<file path="config.mk">
export PLATFORM = sky130hd
export DESIGN_NAME = mcas_ctrl
export DESIGN_NICKNAME = d
export VERILOG_FILES = /design/src/masked_column_argmin_selector_assert.svh /design/src/mcas_pkg.sv /design/src/mcas_ctrl.sv
export SDC_FILE = /design/constraint.sdc
export NUM_CORES = 1
export LEC_CHECK = 0
export BUFFER_PORTS_ARGS = -buffer_cell sky130_fd_sc_hd__buf_2
export CAP_MARGIN = 15
export CORE_UTILIZATION = 45
export CTS_BUF_LIST = sky130_fd_sc_hd__clkbuf_4
export CTS_CLUSTER_SIZE = 20
export DETAILED_ROUTE_END_ITERATION = 7
export PLACE_DENSITY = 0.78
export SKIP_LAST_GASP = 1
export SLEW_MARGIN = 5
export SYNTH_ARGS = -nofsm -noshare
export SYNTH_HDL_FRONTEND = slang
export SYNTH_SLANG_ARGS = --single-unit
</file>
<file path="constraint.sdc">
create_clock -name clk -period 3.05 [get_ports clk]
set_input_delay 0.4575 -clock clk [delete_from_list [all_inputs] [get_ports clk]]
set_output_delay 0.4575 -clock clk [all_outputs]
set_load 0.02 [all_outputs]
</file>
<file path="src/masked_column_argmin_selector_assert.svh">
// Assertion macros used by the masked column selector datapath.
// Each macro expects signals named clk and arst_n in the using scope.
`ifndef MASKED_COLUMN_ARGMIN_SELECTOR_ASSERT_SVH
`define MASKED_COLUMN_ARGMIN_SELECTOR_ASSERT_SVH

// Condition must hold at every clock edge outside reset.
`define MCAS_CHECK(label, expr, msg) \
	label: assert property (@(posedge clk) disable iff (!arst_n) (expr)) else $error(msg);

// Consequent must hold in the cycle after the antecedent.
`define MCAS_CHECK_NEXT(label, ante, cons, msg) \
	label: assert property (@(posedge clk) disable iff (!arst_n) (ante) |=> (cons)) \
		else $error(msg);

`endif

</file>
<file path="src/mcas_pkg.sv">
// Shared types, constants and margin and span functions of the masked column selector.
// No dependencies.
package mcas_pkg;

	localparam int MAX_COLUMNS = 1024;
	localparam int MAX_REGIONS = 16;

	localparam int COL_W     = $clog2(MAX_COLUMNS + 1);
	localparam int ADDR_W    = $clog2(MAX_COLUMNS);
	localparam int REG_IDX_W = (MAX_REGIONS > 1) ? $clog2(MAX_REGIONS) : 1;
	localparam int COUNT_W   = $clog2(MAX_REGIONS + 1);

	localparam int VAL_W    = 14;
	localparam int POS_W    = 10;
	localparam int HEIGHT_W = 10;
	localparam int WIDTH_W  = 11;
	localparam int CFG_W    = 11;
	localparam int CFG_IDX_W = 3;
	localparam int TARGET_W = 10;
	localparam int MARGIN_W = 12;
	localparam int END_W    = 13;

	localparam logic [CFG_IDX_W-1:0] CFG_IMAGE_WIDTH  = 3'd0;
	localparam logic [CFG_IDX_W-1:0] CFG_IMAGE_HEIGHT = 3'd1;
	localparam logic [CFG_IDX_W-1:0] CFG_BIAS_MODE    = 3'd2;
	localparam logic [CFG_IDX_W-1:0] CFG_OBS_MARGIN   = 3'd3;
	localparam logic [CFG_IDX_W-1:0] CFG_PLANT_MARGIN = 3'd4;
	localparam logic [CFG_IDX_W-1:0] CFG_OBS_FRAC     = 3'd5;
	localparam logic [CFG_IDX_W-1:0] CFG_PLANT_FRAC   = 3'd6;

	typedef enum logic [1:0] {
		REQ_SAMPLE   = 2'd0,
		REQ_OBSTACLE = 2'd1,
		REQ_PLANT    = 2'd2,
		REQ_DECIDE   = 2'd3
	} req_t;

	typedef struct packed {
		logic                 load;
		logic                 prep;
		logic [REG_IDX_W-1:0] idx;
		logic                 scan_issue;
		logic [COL_W-1:0]     col;
		logic                 finish;
	} cmd_t;

	typedef struct packed {
		logic [COL_W-1:0] eff_width;
		logic             out_busy;
	} status_t;

	function automatic logic [MARGIN_W-1:0] margin_of(input logic [POS_W-1:0] width,
			input logic [POS_W-1:0] fixed_m, input logic [POS_W-1:0] frac,
			input logic mode);
		logic [2*POS_W-1:0] prod;
		logic [MARGIN_W-1:0] p;
		prod = width * frac;
		p = prod[2*POS_W-1:8];
		if (!mode)
			return MARGIN_W'(fixed_m);
		return (p == '0) ? MARGIN_W'(1) : p;
	endfunction

	function automatic logic [POS_W-1:0] span_lo(input logic [POS_W-1:0] start,
			input logic [MARGIN_W-1:0] m);
		if (MARGIN_W'(start) < m)
			return '0;
		return POS_W'(MARGIN_W'(start) - m);
	endfunction

	function automatic logic [END_W-1:0] span_end(input logic [POS_W-1:0] start,
			input logic [POS_W-1:0] width, input logic [MARGIN_W-1:0] m);
		return END_W'(start) + END_W'(width) + END_W'(m);
	endfunction

endpackage

</file>
<file path="src/mcas_ctrl.sv">
// Controller of the masked column selector: load, region prep, column scan, result.
// Depends on mcas_pkg.
module mcas_ctrl (
	input  logic                       clk,
	input  logic                       arst_n,
	input  logic                       in_valid,
	output logic                       in_ready,
	input  logic [1:0]                 req_type,
	input  mcas_pkg::status_t          status,
	output mcas_pkg::cmd_t             cmd
);

	typedef enum logic [2:0] {
		S_IDLE,
		S_PREP,
		S_SCAN,
		S_DRAIN,
		S_DONE
	} state_t;

	state_t state_q;
	logic [mcas_pkg::REG_IDX_W-1:0] idx_q;
	logic [mcas_pkg::COL_W-1:0] col_q;
	logic accept;

	assign in_ready = (state_q == S_IDLE);
	assign accept = in_valid && in_ready;

	always_comb begin
		cmd = '0;
		cmd.load = accept && (req_type != mcas_pkg::REQ_DECIDE);
		cmd.prep = (state_q == S_PREP);
		cmd.idx = idx_q;
		cmd.scan_issue = (state_q == S_SCAN);
		cmd.col = col_q;
		cmd.finish = (state_q == S_DONE) && !status.out_busy;
	end

	always_ff @(posedge clk or negedge arst_n) begin
		if (!arst_n) begin
			state_q <= S_IDLE;
			idx_q <= '0;
			col_q <= '0;
		end else begin
			case (state_q)
				S_IDLE: begin
					if (accept && req_type == mcas_pkg::REQ_DECIDE) begin
						state_q <= S_PREP;
						idx_q <= '0;
					end
				end
				S_PREP: begin
					idx_q <= idx_q + 1'b1;
					if (idx_q == mcas_pkg::REG_IDX_W'(mcas_pkg::MAX_REGIONS - 1)) begin
						col_q <= '0;
						state_q <= (status.eff_width == '0) ? S_DONE : S_SCAN;
					end
				end
				S_SCAN: begin
					col_q <= col_q + 1'b1;
					if (col_q == status.eff_width - 1'b1)
						state_q <= S_DRAIN;
				end
				S_DRAIN: state_q <= S_DONE;
				S_DONE: begin
					if (!status.out_busy)
						state_q <= S_IDLE;
				end
				default: state_q <= S_IDLE;
			endcase
		end
	end

endmodule

</file>
==> results.md, run 1 <==
* Die Y at 56.1 um
* Clock latency on the worst-skew pair at 0.29 ns
* Tot GR Track Use at 0.222
* Max_slew headroom at 0.675
* # diodes at 0
* Dpl ws at 0.578 ns
* Cell family with most CP delay: simple AND/OR/NAND/NOR gates
* Overall power at 937 uW
* CP Data Arrival Time at 2.40 ns
* Setup Skew at 0.00974 ns
* Number of H-tree levels at 1
* Largest stage delay, worst path at 0.52 ns
* Unique masters post-synth at 42
* Crit-path cells: buf_2 > inv_1 > ha_1 > or3b_2 > or4_1 > a211oi_2 > o2111ai_1 > o21ai_1
* Max Cap Viol at 0
* Hold Crit Class: primary input to asynchronous set/reset pin
* Worst reg2reg setup slack at 1.21 ns
* Critical path buffers and inverters at 2
* CTS tree: built
* Congestion Overflow GR at 0
* Max Slew Vio Count at 0
* Reg power frac at 0.396
* Critical Path Sink: state_q[0]
* Sw Pwr at 435 uW
* Clock transition at the registers of the reported paths at 0.10 ns
* Final-layout fill cell count at 255
* Placer Congestion at 0.870
* Setup_tns at 0 ns
* Share of layout cells above drive strength 1 at 0.233
* Critical path peak fanout at 5
* Final period utilization at 0.714
* Worst Setup SP: status[1]
* Syn nets at 176
* Worst reg2reg endpoint: col_q[10]
* Worst r2r src: state_q[0]
* Final setup viols at 0
* DR vias/cell at 6.06
* DR iter-0 viols at 79
* Die width at 56.1 um
* Num CTS Buffers at 3
* Routed WL per cell at 15.0 um
* Dpl cell area at 1510 um^2
* Post-layout minimum cycle time at 2.18 ns
* Vias in the first global route at 1220
* Unrepaired setup endpoints after global routing: false
* Internal at 501 uW
* Post-synthesis register bit count at 18
* Cts hold-fix bufs at 0
* VDD IR-drop max at 0.552 mV
* Logic pwr share at 0.480
* PD cells at 610 nW/um^2
* Clk sinks at 18
* Worst-case reg-to-reg path depth at 6
* Initial core utilization at 0.477
* Worst EP required at 3.27 ns
* First-pass GRT wire length at 5490 um
* Avg Inst Size Synth at 8.48 um^2
* Status: finished clean
* Startpoint types: primary input
* Routed WL at 3300 um
* Crit path depth at 8
* Fin. Hold Viols at 0
* Core Box Area at 2760 um^2
* CTS Buffer Depth at 2
* Lkg Pwr at 0.748 nW
* Syn-to-layout area delta at 16.8%
* Fmax at 459 MHz
* Nets at 212
* Final WS setup at 0.871 ns
* Final Instance Area at 1540 um^2
* Sequential area share after synthesis at 0.343
* Rows at 19
* Final HPWL DP at 2570 um
* Largest net degree at the start of global routing at 19
* CTS root buffer: clkbuf_4
* Vias at 1333
* Detail Route Antenna Nets at 0
* Post-CTS Setup Inserts at 0
* Die area at 3140 um^2
* Sw frac at 0.465
* PortBufs at 36
* Kind of end point of the critical path: register
* Worst slew pin tran at 0.482 ns
* Post-synthesis cell count at 155
* Router iterations before antenna repair at 4
* Drt drc at 0
* Initial antenna violation count at 0
* Clock Power Share at 0.124
* WS Path Type: primary input to register
* Slowest cell on crit path: or3b_2
* Synth warn at 0
* Post-Syn Area at 1320 um^2
* Post-CTS sizing at 0
* IO Count at 37
cells in the final DEF, fill, tap and decap left out, types with 2 or more instances in the layout:
| cell type | n |
|---|---|
| a21boi_1 | 2 |
| a21oi_1 | 2 |
| a31oi_1 | 2 |
| and3_1 | 5 |
| buf_2 | 36 |
| clkbuf_4 | 3 |
| dfrtp_1 | 18 |
| ha_1 | 4 |
| inv_1 | 5 |
| mux2i_1 | 3 |
| nand2_1 | 20 |
| nand3_1 | 7 |
| nand4_1 | 4 |
| nand4b_1 | 2 |
| nor2_1 | 9 |
| nor3_1 | 5 |
| o211ai_1 | 3 |
| o21ai_0 | 13 |
| o21ai_1 | 2 |
| o31ai_1 | 6 |
| or3b_2 | 2 |
| or4_1 | 4 |
| xnor2_1 | 9 |
| xor2_1 | 5 |
sequential cells by signal (all words and copies together) (netlist names):
signal and cells:
idx_q 4, state_q 3, col_q 11
per-layer routing:
metal,wire (um),global-route usage
met5,0,0
met4,24,0.0662
met3,159,0.0279
met2,1670,0.396
met1,1440,0.279
layout make-up:
cell class / count / area, um^2 / area share
tap: 31 / 38.8 / 0.0252
timing repair buffer: 36 / 180 / 0.117
clock buffer: 3 / 22.5 / 0.0147
sequential: 18 / 450 / 0.293
multi-input combinational: 126 / 822 / 0.535
inverter: 6 / 22.5 / 0.0147
synth_stat cells (all sizes together):
master   number  area (um^2)
nor3          5         25.0
mux2i         3         30.0
and4b         1         10.0
clkbuf        4         15.0
nand2        20         75.1
a211o         1         8.76
o211ai        3         22.5
or3b          2         17.5
nand3         7         35.0
inv           6         22.5
nor4b         1         8.76
a22o          1         8.76
and3          5         31.3
o221ai        1         8.76
or2b          1         7.51
a211oi        1         12.5
o31ai         6         45.0
nor2          9         33.8
buf           1         5.00
dfrtp        18          450
xnor2         9         78.8
nand4b        2         17.5
o211a         1         10.0
nor3b         1         7.51
xor2          5         43.8
o2111ai       1         8.76
nand3b        1         7.51
nand4         4         25.0
a31oi         2         12.5
and2          1         6.26
o21ba         1         10.0
a21o          1         7.51
or4           5         41.3
nand2b        1         6.26
a21oi         2         10.0
ha            4         50.1
o21ai        15         75.1
o311ai        1         8.76
a21boi        2         15.0
worst min-delay path by stage:
stage | to | slack, ns
3_3_place_gp | state_q[2] | 0.41
6_report | state_q[0] | 0.08
2_1_floorplan | col_q[0] | 0.16
4_1_cts | state_q[0] | 0.09
3_5_place_dp | state_q[0] | 0.41
5_1_grt | state_q[0] | 0.1
through the flow:
step,hold slack (ns),instances,utilization
finish,0.0823,220,0.557
global route,0.0965,220,0.557
CTS,0.0860,220,0.557
detailed placement,0.412,217,0.549
global placement,0.410,217,0.549
floorplan,0.162,155,-
power groups by stage:
stage	logic, mW	registers (mW)	clock network, mW
final	0.450	0.371	0.116
after global routing	0.496	0.384	0.131
after CTS	0.449	0.369	0.120
after detailed placement	0.447	0.374	0
after global placement	0.430	0.369	0
after floorplan	0.290	0.385	0
cells by family (layout without fill, tap and decap cells):
group / Yosys count / in the layout / share of synthesized area
buffers and inverters: 11 / 45 / 0.0323
AND/OR/NAND/NOR: 66 / 66 / 0.270
flip-flops: 18 / 18 / 0.343
adder cells (fa/ha/maj): 4 / 4 / 0.0381
XOR/XNOR: 14 / 14 / 0.0932
AO/OA/AOI/OAI: 39 / 39 / 0.201
multiplexers: 3 / 3 / 0.0228
(Power assumes the default switching activity.)
==> run 2, diff against run 1 <==
ABC_AREA = 1   (was default)
clock period = 2.09 ns   (was 3.05 ns; I/O delays follow)
==> results.md, run 2 <==
* Status: finished clean
* DR iter-0 viols at 86
* Top reg by flops: col_q
* Cts hold-fix bufs at 1
* Final Instance Area at 1680 um^2
* Kind of end point of the critical path: output pin
* Router iterations before antenna repair at 4
* Worst EP required at 1.78 ns
* Die Y at 58.1 um
* Ys flop type: dfrtp_1
* Clock transition at the registers of the reported paths at 0.09 ns
* Most frequent cells in the layout: 71 x nand2_1, 36 x buf_2, 32 x inv_1, 30 x nor2_1, 29 x nand3_1
* Overall power at 1.54 mW
* Syn-to-layout area delta at 18.6%
* Synth warn at 0
* Congestion Overflow GR at 0
* Number of H-tree levels at 1
* DR vias/cell at 4.78
* Tot GR Track Use at 0.211
* Clock latency on the worst-skew pair at 0.30 ns
* Top cells by count, synth: 71 x nand2_1, 32 x inv_1, 30 x nor2_1
* Largest registers: col_q x11, idx_q x4, state_q x3
* Avg Inst Size Synth at 6.18 um^2
* CTS tree: built
* PortBufs at 36
* Initial core utilization at 0.492
* Worst reg2reg setup slack at 0.43 ns
* Final HPWL DP at 2600 um
* Syn nets at 250
* Hold Crit Class: primary input to register
* Post-layout minimum cycle time at 1.85 ns
* Worst slew pin tran at 0.388 ns
* Die width at 58.1 um
* Final WS setup at 0.239 ns
* Post-synthesis register bit count at 18
* Cell taking the most area after synthesis: dfrtp_1
* Sequential area share after synthesis at 0.318
* Post-synth ARST share at 1.00
* Lkg Pwr at 0.925 nW
* CTS Buffer Depth at 2
* CP Data Arrival Time at 1.54 ns
* Setup_tns at 0 ns
* Initial antenna violation count at 0
* Commonest non-fill, non-tap cell in the layout: nand2_1
* Dpl ws at 0.332 ns
* Core Box Area at 2880 um^2
* Fin. Hold Viols at 0
* Critical path peak fanout at 10
* Drt drc at 0
* Nets at 291
* Max_slew headroom at 0.741
* Fmax at 540 MHz
* Unique masters post-synth at 20
* IO Count at 37
* Post-CTS Setup Inserts at 0
* CTS root buffer: clkbuf_4
* Startpoint types: register
* Num CTS Buffers at 3
* Routed WL per cell at 10.3 um
* Post-CTS sizing at 0
* VDD IR-drop max at 0.605 mV
* Share of layout cells above drive strength 1 at 0.190
* # diodes at 0
* Synth area leaders: dfrtp_1 32%, nand2_1 19%, nand3_1 10%
* Post-synth top area share at 0.318
* First-pass GRT wire length at 5530 um
* WS Path Type: register to output pin
* Max FFs per register at 11
* EDFF count, synth at 0
* Rows at 19
* Detail Route Antenna Nets at 0
* PD cells at 916 nW/um^2
* Top-count cell post-synth: nand2_1
* Max Slew Vio Count at 0
* Post-synthesis cell count at 229
* Max Cap Viol at 0
* Unrepaired setup endpoints after global routing: false
* Die area at 3380 um^2
* Routed WL at 3200 um
* Largest net degree at the start of global routing at 19
* Dpl cell area at 1640 um^2
* Vias at 1486
* Setup Skew at 0.00649 ns
* Final setup viols at 0
* Clk sinks at 18
* Placer Congestion at 0.896
* Vias in the first global route at 1290
* Final period utilization at 0.886
* Post-Syn Area at 1420 um^2
run 2: per-stage QoR:
stage,cells,hold slack (ns),util
4_1_cts,311,0.316,0.584
3_3_place_gp,306,0.256,0.572
6_report,311,0.330,0.584
3_5_place_dp,306,0.256,0.572
2_1_floorplan,229,0.0179,-
5_1_grt,311,0.322,0.584
run 2: report_power, final:
part	switching, mW	internal, mW	leakage (nW)
clock	0.101	0.0696	0.0154
sequential	0.104	0.447	0.237
combinational	0.537	0.281	0.673
total	0.742	0.798	0.925
run 2: worst paths after layout:
kind                             from         end  depth (start not counted)
max in group asynchronous      arst_n  state_q[1]                          2
min                         status[0]  state_q[2]                          3
max reg2reg                  col_q[0]   col_q[10]                          8
min reg2reg                  col_q[5]    col_q[5]                          1
max                        state_q[2]     cmd[12]                          4
min in group asynchronous      arst_n    idx_q[3]                          2
run 2: layout make-up:
type                            instances  area [um^2]
Clock inverter                          1         3.75
Sequential cell                        18          450
Tap cell                               42         52.6
Fill cell                             301         1200
Multi-Input combinational cell        176          833
Clock buffer                            3         22.5
Inverter                               34          128
Timing Repair Buffer                   37          190
run 2: cell families after synthesis:
kind of cell               Yosys count  synth area share
adders and majority gates            4            0.0353
AOI/OAI and AO/OA                   24            0.0892
xor gates and xnor gates             5            0.0309
DFF                                 18             0.318
buffers and inverters               35            0.0936
and+or+nand+nor                    143             0.433
run 2: critical path, stage by stage (launching register included):
cell and delay, ns:
dfrtp_1 0.41, nor2_1 0.21, nand2_1 0.22, inv_2 0.21, buf_2 0.20
run 2: metal layers:
layer  part of all wire  track usage
met5                  0            0
met4              0.014       0.0714
met3              0.035       0.0424
met2               0.43        0.325
met1               0.52        0.294
==> run 3, diff against run 2 <==
ABC_CLOCK_PERIOD_IN_PS = 2090   (was default)
CORE_ASPECT_RATIO = 0.6   (was default)
==> results.md, run 3 (synthesis gave the netlist of run 2 again) <==
* Status: finished clean
* Post-layout minimum cycle time at 1.87 ns
* PortBufs at 36
* Number of H-tree levels at 1
* Largest net degree at the start of global routing at 19
* Syn-to-layout area delta at 18.6%
* Critical path peak fanout at 10
* Placer Congestion at 0.914
* Share of layout cells above drive strength 1 at 0.190
* Post-CTS sizing at 0
* Largest registers: col_q x11, idx_q x4, state_q x3
* Critical Path Sink: cmd[12]
* Worst r2r src: col_q[1]
* Unrepaired setup endpoints after global routing: false
* Core Box Area at 2930 um^2
* Max FFs per register at 11
* Worst-case reg-to-reg path depth at 8
* Tot GR Track Use at 0.219
* Dpl cells at 306
* Detail Route Antenna Nets at 0
* Setup_tns at 0 ns
* Nets at 291
* PD cells at 929 nW/um^2
* Kind of end point of the critical path: output pin
* Overall power at 1.56 mW
* # diodes at 0
* Router iterations before antenna repair at 4
* Max Cap Viol at 0
* CTS tree: built
* Rows at 15
* Die width at 74.4 um
* Lkg Pwr at 0.925 nW
* Routed WL at 3400 um
* Fin. Hold Viols at 0
* Final period utilization at 0.895
* Setup Skew at 0.00998 ns
* First-pass GRT wire length at 5380 um
* Fmax at 534 MHz
* Hold slack at 0.328 ns
* CTS root buffer: clkbuf_4
* Vias at 1508
* Die area at 3380 um^2
* Congestion Overflow GR at 0
* Hold Crit Class: primary input to register
* Most frequent cells in the layout: 71 x nand2_1, 36 x buf_2, 32 x inv_1, 30 x nor2_1, 29 x nand3_1
* Clk sinks at 18
* Final HPWL DP at 2740 um
* Commonest non-fill, non-tap cell in the layout: nand2_1
* Startpoint types: register
* Clock latency on the worst-skew pair at 0.31 ns
* Worst slew pin tran at 0.402 ns
* WS Path Type: register to output pin
* Top reg by flops: col_q
* Worst EP required at 1.78 ns
* Max Slew Vio Count at 0
* DR iter-0 viols at 127
* VDD IR-drop max at 0.607 mV
* Num CTS Buffers at 3
* Initial antenna violation count at 0
* Worst reg2reg setup slack at 0.43 ns
* Die Y at 45.5 um
* Initial core utilization at 0.484
* Routed WL per cell at 10.9 um
* Vias in the first global route at 1159
* IO Count at 37
* Worst Setup SP: state_q[2]
* Clock transition at the registers of the reported paths at 0.09 ns
* Worst reg2reg endpoint: col_q[10]
* Max_slew headroom at 0.732
* Final setup viols at 0
* Layout Utilization at 0.574
* DR vias/cell at 4.85
* CP Data Arrival Time at 1.56 ns
* Filler-free cell count of the finished design at 311
* CTS Buffer Depth at 2
* Drt drc at 0
[run 3: cell counts in the layout (fill, tap and decap cells not counted)]
No cell type changed its count.
[run 3: timing repair]
action | in CTS | in global routing
hold endpoints to repair | 18 | 0
setup buffers | 0 | 0
hold buffers | 1 | 0
[run 3: final cells by class]
type,count,area [um^2]
timing repair buffer,37,190
sequential,18,450
clock buffer,3,22.5
multi-input combinational,176,833
inverter,34,128
tap,42,52.6
fill,295,1250
clock inverter,1,3.75
[run 3: per-stage QoR]
stage	instance area, um^2	worst slack [ns]
after detailed placement	1640	0.325
after CTS	1680	0.240
after global placement	1640	0.350
after global routing	1680	0.129
after floorplan	1420	0.526
final	1680	0.219
[run 3: metal layers]
| metal | part of all wire | up-vias | track usage |
|---|---|---|---|
| met5 | 0 | - | 0 |
| met1 | 0.54 | 652 | 0.361 |
| met2 | 0.37 | 50 | 0.281 |
| li1 | - | 804 | - |
| met3 | 0.088 | 2 | 0.0553 |
| met4 | 0.0056 | 0 | 0.0340 |
[run 3: critical path: stages (launching register included)]
cell	delay, ns
dfrtp_1	0.41
nor2_1	0.22
nand2_1	0.22
inv_2	0.21
buf_2	0.20
[run 3: worst min path at each step]
stage,startpoint,depth (start not counted),slack (ns),end
2_1_floorplan,arst_n,0,0.02,col_q[0]
3_3_place_gp,arst_n,1,0.26,col_q[10]
3_5_place_dp,arst_n,1,0.26,col_q[10]
4_1_cts,status[0],3,0.31,state_q[2]
5_1_grt,status[0],3,0.34,state_q[2]
6_report,status[0],3,0.33,state_q[2]
[run 3: where the power goes]
group          switching, mW  internal [mW]
sequential             0.106          0.447
clock                  0.111         0.0698
combinational          0.545          0.281
